[config.mk]
export PLATFORM = sky130hd
export DESIGN_NAME = ubd_div_chain
export DESIGN_NICKNAME = d
export VERILOG_FILES = /design/src/ubd_div_cell.sv /design/src/ubd_div_chain.sv
export SDC_FILE = /design/constraint.sdc
export NUM_CORES = 2
export LEC_CHECK = 0
export ABC_CLOCK_PERIOD_IN_PS = 3920
export BUFFER_PORTS_ARGS = -buffer_cell sky130_fd_sc_hd__buf_2
export CAP_MARGIN = 20
export CORE_ASPECT_RATIO = 0.75
export CORE_MARGIN = 3
export CORE_UTILIZATION = 50
export DETAILED_ROUTE_END_ITERATION = 12
export PLACE_DENSITY = 0.65
export SLEW_MARGIN = 20
export SYNTH_ARGS = -nofsm -noshare
export SYNTH_HDL_FRONTEND = slang
export SYNTH_SLANG_ARGS = --single-unit
[constraint.sdc]
create_clock -name clk_i -period 3.92 [get_ports clk_i]
set_clock_uncertainty 0.05 [all_clocks]
set_input_delay 0.392 -clock clk_i [delete_from_list [all_inputs] [get_ports clk_i]]
set_output_delay 0.392 -clock clk_i [all_outputs]
set_load 0.02 [all_outputs]
[src/ubd_div_cell.sv]
// ----------------------------------------------------------------------------
// ubd_div_cell: one restoring division step
// Resolves one quotient bit and hands remainder, quotient and payload on.
// ----------------------------------------------------------------------------
module ubd_div_cell #(
  parameter int unsigned NW  = 27,
  parameter int unsigned DW  = 30,
  parameter int unsigned PW  = 8,
  parameter int unsigned BIT = 0
) (
  input  logic          clk_i,
  input  logic          rst_ni,
  input  logic          en_i,
  input  logic          v_i,
  input  logic [NW-1:0] n_i,
  input  logic [DW-1:0] d_i,
  input  logic [DW-1:0] r_i,
  input  logic [NW-1:0] q_i,
  input  logic [PW-1:0] p_i,
  output logic          v_o,
  output logic [NW-1:0] n_o,
  output logic [DW-1:0] d_o,
  output logic [DW-1:0] r_o,
  output logic [NW-1:0] q_o,
  output logic [PW-1:0] p_o
);

  logic [DW:0]   t;
  logic          ge;
  logic [DW:0]   diff;
  logic [DW-1:0] r_d;
  logic [NW-1:0] q_d;
  logic          v_q;
  logic [NW-1:0] n_q;
  logic [DW-1:0] d_q;
  logic [DW-1:0] r_q;
  logic [NW-1:0] q_q;
  logic [PW-1:0] p_q;

  // shift in the next dividend bit and try to subtract
  always_comb begin
    t    = {r_i, n_i[BIT]};
    ge   = (t >= {1'b0, d_i});
    diff = t - {1'b0, d_i};
    r_d  = ge ? diff[DW-1:0] : t[DW-1:0];
    q_d  = q_i;
    q_d[BIT] = ge;
  end

  // valid flag
  always_ff @(posedge clk_i or negedge rst_ni) begin
    if (!rst_ni) begin
      v_q <= 1'b0;
    end else if (en_i) begin
      v_q <= v_i;
    end
  end

  // data registers
  always_ff @(posedge clk_i) begin
    if (en_i) begin
      n_q <= n_i;
      d_q <= d_i;
      r_q <= r_d;
      q_q <= q_d;
      p_q <= p_i;
    end
  end

  assign v_o = v_q;
  assign n_o = n_q;
  assign d_o = d_q;
  assign r_o = r_q;
  assign q_o = q_q;
  assign p_o = p_q;

endmodule

[src/ubd_div_chain.sv]
// ----------------------------------------------------------------------------
// ubd_div_chain: row of division cells
// One cell per quotient bit, most significant first; one new division per cycle while en_i is high.
// ----------------------------------------------------------------------------
module ubd_div_chain #(
  parameter int unsigned NW = 27,
  parameter int unsigned DW = 30,
  parameter int unsigned PW = 8
) (
  input  logic          clk_i,
  input  logic          rst_ni,
  input  logic          en_i,
  input  logic          v_i,
  input  logic [NW-1:0] n_i,
  input  logic [DW-1:0] d_i,
  input  logic [PW-1:0] p_i,
  output logic          v_o,
  output logic [NW-1:0] q_o,
  output logic [PW-1:0] p_o
);

  logic [NW:0]          v;
  logic [NW:0][NW-1:0]  n;
  logic [NW:0][DW-1:0]  d;
  logic [NW:0][DW-1:0]  r;
  logic [NW:0][NW-1:0]  q;
  logic [NW:0][PW-1:0]  p;

  // chain entry
  assign v[0] = v_i;
  assign n[0] = n_i;
  assign d[0] = d_i;
  assign r[0] = '0;
  assign q[0] = '0;
  assign p[0] = p_i;

  // cells
  for (genvar i = 0; i < NW; i++) begin : g_cell
    ubd_div_cell #(
      .NW  (NW),
      .DW  (DW),
      .PW  (PW),
      .BIT (NW - 1 - i)
    ) u_cell (
      .clk_i  (clk_i),
      .rst_ni (rst_ni),
      .en_i   (en_i),
      .v_i    (v[i]),
      .n_i    (n[i]),
      .d_i    (d[i]),
      .r_i    (r[i]),
      .q_i    (q[i]),
      .p_i    (p[i]),
      .v_o    (v[i+1]),
      .n_o    (n[i+1]),
      .d_o    (d[i+1]),
      .r_o    (r[i+1]),
      .q_o    (q[i+1]),
      .p_o    (p[i+1])
    );
  end

  assign v_o = v[NW];
  assign q_o = q[NW];
  assign p_o = p[NW];

endmodule

== Word level (Yosys, flattened, before mapping) ==
Index checks and enable logic that the tools add are counted.
Storage, ports and cells
  register bits: 2532
  output and inout bits: 36
Operators by class
  add/subtract/negate cells: 26
  order comparisons: 27
  mux-type cells: 26
Operators with widths (number)
  >= comparator 31 x 30 -> 1 bit: 26
  2-to-1 mux 30 bit: 25
  subtractor 30 bit: 25
  >= comparator 1 x 30 -> 1 bit: 1
  subtractor 1 x 30 -> 30 bit: 1
  2-to-1 mux 1 bit: 1

== Depth between registers and ports, before layout ==
  word-level depth: 2
  gate-level depth with buffers: 16
  gate-level depth less buffers: 13

== Modules after synthesis ==
A second synthesis with hierarchy kept.
Second synthesis, totals
  cell total of the unflattened synthesis: 12773
  area, all modules: 162458.3 µm²
Modules (own cells, without submodules)
  ubd_div_cell at g_cell[12].u_cell ...: instances 20, cells an instance 471, area each 6020.8 µm², seq. area each 3688.5 µm²
  ubd_div_cell at g_cell[0].u_cell ...: instances 6, cells an instance 479, area each 6004.5 µm², seq. area each 3688.5 µm²
  ubd_div_cell at g_cell[19].u_cell: instances 1, cells an instance 478, area each 6012.0 µm², seq. area each 3688.5 µm²
  ubd_div_chain: instances 1, cells an instance 1, area each 3.8 µm², seq. area each 0.0 µm²

== Worst setup path before layout ==
OpenSTA, ideal clock, no wires.
  kind: register to register
  start point: register g_cell[17].u_cell.d_q[1]
  end point: register g_cell[18].u_cell.r_q[10], data pin
  arrival: 2.988 ns
  data required time: 3.610 ns
  slack: 0.622 ns
  cell stages (with the launch flop): 14
  path buffers: 1
  cell sequence: edfxtp_1 > inv_1 > ha_1 > nor2b_1 > o31a_1 > o31a_1 > o21a_1 > a21oi_2 > o21ai_2 > a31oi_4 > o311ai_1 > a211o_1 > buf_6 > mux2_4
On the way
  cells in the longest elaborated chain, start to end: 2
  elaborated cells on any way between the ends: 3
  those cells by class: 1 x add/sub; 1 x order compare; 1 x mux
Ends and longest elaborated chain
  start: declaration: line ubd_div_cell.sv:35  | logic [DW-1:0] d_q;
  start signal: assignment: line ubd_div_cell.sv:63  | d_q <= d_i;
  subtractor 30 bit or >= comparator 31 x 30 -> 1 bit (tied branches): line ubd_div_cell.sv:44, ubd_div_cell.sv:43
  2-to-1 mux 30 bit *: line ubd_div_cell.sv:45  | r_d = ge ? diff[DW-1:0] : t[DW-1:0];
  net g_cell[18].u_cell.r_d[10]: line ubd_div_cell.sv:31  | logic [DW-1:0] r_d;
  end signal: assignment: line ubd_div_cell.sv:64  | r_q <= r_d;
  end: declaration: line ubd_div_cell.sv:36  | logic [DW-1:0] r_q;
The timed path passes the listed nets; every way through them passes the cells marked *.
A chain may end at the register's enable or synchronous reset.

== Final worst setup path ==
  start point: register g_cell[3].u_cell.d_q[0]
  end point: register g_cell[4].u_cell.r_q[28], data pin
On the way
  cells in the longest elaborated chain, start to end: 2
  elaborated cells on any way between the ends: 3
  those cells by class: 1 x add/sub; 1 x order compare; 1 x mux
Ends and longest elaborated chain (line)
  start: declaration: ubd_div_cell.sv:35
  start signal: assignment: ubd_div_cell.sv:63
  subtractor 30 bit or >= comparator 31 x 30 -> 1 bit (tied branches): ubd_div_cell.sv:44, ubd_div_cell.sv:43
  2-to-1 mux 30 bit *: ubd_div_cell.sv:45
  net g_cell[4].u_cell.r_d[28]: ubd_div_cell.sv:31
  end signal: assignment: ubd_div_cell.sv:64
  end: declaration: ubd_div_cell.sv:36
Marked as above.

==> flow_summary.yaml <==
detailed_routing:
  first_pass_iters: 6
  vias: 80709
  drt-initial-drc-count: 7928
  detail-route-antenna-nets: 0
  via_per_inst: 5.68
  drcViolationCount: 0
  wirelength_um: 297000
  detail_route.wl_per_cell_um: 20.9
status:
  run_status: "finished, violations left"
  violations: "setup timing"
placed_design:
  place_ws_ns: 0.0526
  dp_hpwl_um: 219000
  gp_congestion: 0.938
  dp.cells: 13674
  port_buffers: 104
setup_path:
  worst_setup_path_end_kind: "flip-flop"
  path_common_cell: "a21oi_1"
  max_stage_delay_ns: 0.59
  critPathSlowestCell: "edfxtp_1"
  worstSetupStartpointType: "flip-flop"
  critPathTopFamily: "compound AO/OA/AOI/OAI gates"
  crit_buf_inv: 1
  crit_arrival_ns: 4.57
  crit_type: "reg2reg"
  required_ns: 4.54
  crit_chain: "ha_1 > fa_1 > nor2b_1 > o21ai_0 > a21oi_1 > o21ai_0 > a21oi_1 > o22a_1 > buf_4 > a21oi_1 > o21bai_1 > or4b_1 > nand4_1"
  critical_path.max_fanout: 3
die:
  die_w_um: 586
  core_area_um2: 249000
  start_util_pct: 50.6
  die_h_um: 441
  fp-row-count: 158
  io_pins: 105
  die_area_um2: 258000
global_routing:
  grt_pass1_vias: 75665
  grt_max_degree: 138
  grt_util_all_layers_pct: 22.6
  grt_pass1_wl_um: 453000
  grt_overflow: 0
  grt_antenna_before_repair: 14
synthesis:
  ys_seq_area_share_pct: 60.2
  syn-cell-area_um2: 126000
  ys.flop_type: "edfxtp_1"
  yosysUniqueCellTypes: 104
  ys_ff_latch: 2532
  synth_async_sr_flop_share_pct: 1.07
  synth_warnings: 0
  avgSynthCellArea_um2: 12.4
  synth_edf_count: 2505
  synthCells: 10143
  syn_nets: 11019
finish:
  final_common_cell: "edfxtp_1"
  fillers: 20154
  final_nets: 11615
  instances_no_fill: 14216
  syn_to_final_growth_pct: 13.2
  drive_gt1_share_pct: 9.64
  final_cell_mix: "edfxtp_1 (2,505), inv_1 (985), ha_1 (782), a21oi_1 (771), nand2_1 (684)"
cts:
  cts_tree: "yes"
  clk_latency_ns: 0.86
  root_buffer: "clkbuf_16"
  cts_buffers: 270
  path_clk_slew_ns: 0.06
  clock_sinks: 2532
  cts.path.max_buffers: 4
  htree_num_levels: 5
timing:
  tns_ns: -0.0265
  max_slew_margin_pct: 40.8
  fmax_mhz: 253
  fin_ws_ns: -0.0265
  drv_slew: 0
  hold_viol: 0
  min_period_ns: 3.95
  setup_violations: 1
  tightest_slew_ns: 0.881
  timing.final.crit_share_pct: 101
flow_run:
  drv_cap: 0
power_and_ir_drop:
  p_per_area_nw_per_um2: 820
  ir_worst_vdd_mv: 0.666
  p_leak_uw: 0.0573
min_path:
  hp-class: "in2reg"
## Yosys cell counts, drive strengths merged, types with 27 or more instances
| library cell | number | area, µm² |
|---|---|---|
| o21bai | 76 | 571 |
| nand2b | 88 | 551 |
| a21oi | 783 | 3930 |
| dfrtp | 27 | 676 |
| o21a | 104 | 781 |
| nand4 | 109 | 682 |
| nor3 | 111 | 556 |
| or2 | 30 | 188 |
| and2 | 29 | 181 |
| inv | 993 | 3730 |
| buf | 74 | 404 |
| o21ai | 628 | 3160 |
| nand3 | 161 | 806 |
| o211ai | 48 | 365 |
| edfxtp | 2505 | 75200 |
| nor2 | 527 | 1980 |
| o31ai | 57 | 452 |
| a21o | 387 | 2910 |
| mux2 | 289 | 3360 |
| a21boi | 53 | 398 |
| xor2 | 256 | 2240 |
| and3 | 108 | 676 |
| a31oi | 79 | 537 |
| nor2b | 102 | 638 |
| nand2 | 684 | 2570 |
| a211oi | 56 | 440 |
| ha | 782 | 9780 |
| xnor2 | 362 | 3170 |
| clkbuf | 152 | 572 |
## final timing paths
kind | from | to | slack [ns] | depth (start not counted)
max | g_cell[3].u_cell.d_o[0]$_DFFE_PP_ | g_cell[4].u_cell.r_o[28]$_DFFE_PP_ | -0.03 | 13
min | n_i[2] | g_cell[0].u_cell.n_o[2]$_DFFE_PP_ | 0.20 | 2
max reg2reg | g_cell[3].u_cell.d_o[0]$_DFFE_PP_ | g_cell[4].u_cell.r_o[28]$_DFFE_PP_ | -0.03 | 13
min reg2reg | g_cell[2].u_cell.n_o[22]$_DFFE_PP_ | g_cell[3].u_cell.n_o[22]$_DFFE_PP_ | 0.32 | 0
max in group asynchronous | rst_ni | g_cell[19].u_cell.v_o$_DFFE_PN0P_ | 3.13 | 4
min in group asynchronous | rst_ni | g_cell[5].u_cell.v_o$_DFFE_PN0P_ | 0.53 | 4
## logic make-up after synthesis
family / after synthesis / share of synthesized area (%)
AOI/OAI and AO/OA: 2563 / 12.9
muxes: 314 / 2.86
adders and majority gates: 807 / 8.16
and+or+nand+nor: 2090 / 7.86
DFF: 2532 / 60.2
buffers and inverters: 1219 / 3.73
xor gates and xnor gates: 618 / 4.29
## state kept, by name, indices dropped and copies added, names as in the netlist
signal,flops
g_cell.u_cell.n_o,351
g_cell.u_cell.p_o,216
g_cell.u_cell.r_o,780
g_cell.u_cell.v_o,27
g_cell.u_cell.q_o,378
g_cell.u_cell.d_o,780
## where the power goes
part | internal (µW) | switching [µW] | leakage, µW | total, µW
Clock | 14400 | 10500 | 0.00413 | 24900
Combinational | 21500 | 28600 | 0.0284 | 50000
Sequential | 38200 | 3750 | 0.0248 | 42000
## worst register-to-register path, stage by stage (launching register included)
cell	delay, ns
edfxtp_1	0.59
ha_1	0.27
fa_1	0.22
nor2b_1	0.06
o21ai_0	0.22
a21oi_1	0.15
o21ai_0	0.47
a21oi_1	0.23
o22a_1	0.28
buf_4	0.18
a21oi_1	0.30
o21bai_1	0.19
or4b_1	0.50
nand4_1	0.12
## routing by layer
metal	track usage (%)	routed length (µm)	vias to the layer above
met5	0	111	-
met4	4.12	4660	14
met3	5.78	26300	342
met2	29.6	115000	2585
met1	37.2	152000	38981
li1	-	-	38787
## layout make-up
class | count | area [µm²] | share of cell area, %
Inverter | 993 | 3730 | 2.61
Timing Repair Buffer | 549 | 4740 | 3.32
Tap cell | 3280 | 4100 | 2.88
Multi-Input combinational cell | 6393 | 45700 | 32.0
Sequential cell | 2532 | 75900 | 53.2
Clock buffer | 323 | 7080 | 4.96
Clock inverter | 141 | 1410 | 0.991
Antenna cell | 5 | 12.5 | 0.00877
## metrics by stage
step / hold slack (ns) / utilization (%) / total power [µW] / area (µm²)
floorplan: 0.0464 / - / 75200 / 126000
global placement: 0.350 / 53.6 / 90400 / 133000
detailed placement: 0.355 / 53.6 / 90900 / 133000
CTS: 0.125 / 57.3 / 117000 / 143000
global route: 0.164 / 57.3 / 124000 / 143000
finish: 0.199 / 57.3 / 117000 / 143000
## what timing repair did
action                     in CTS  in global routing
setup endpoints to repair       0                136
buffers inserted                0                  2
hold buffers                   70                  0
resized for setup               0                 26
hold endpoints to repair      105                  0
Power figures use the tool's default switching activity.
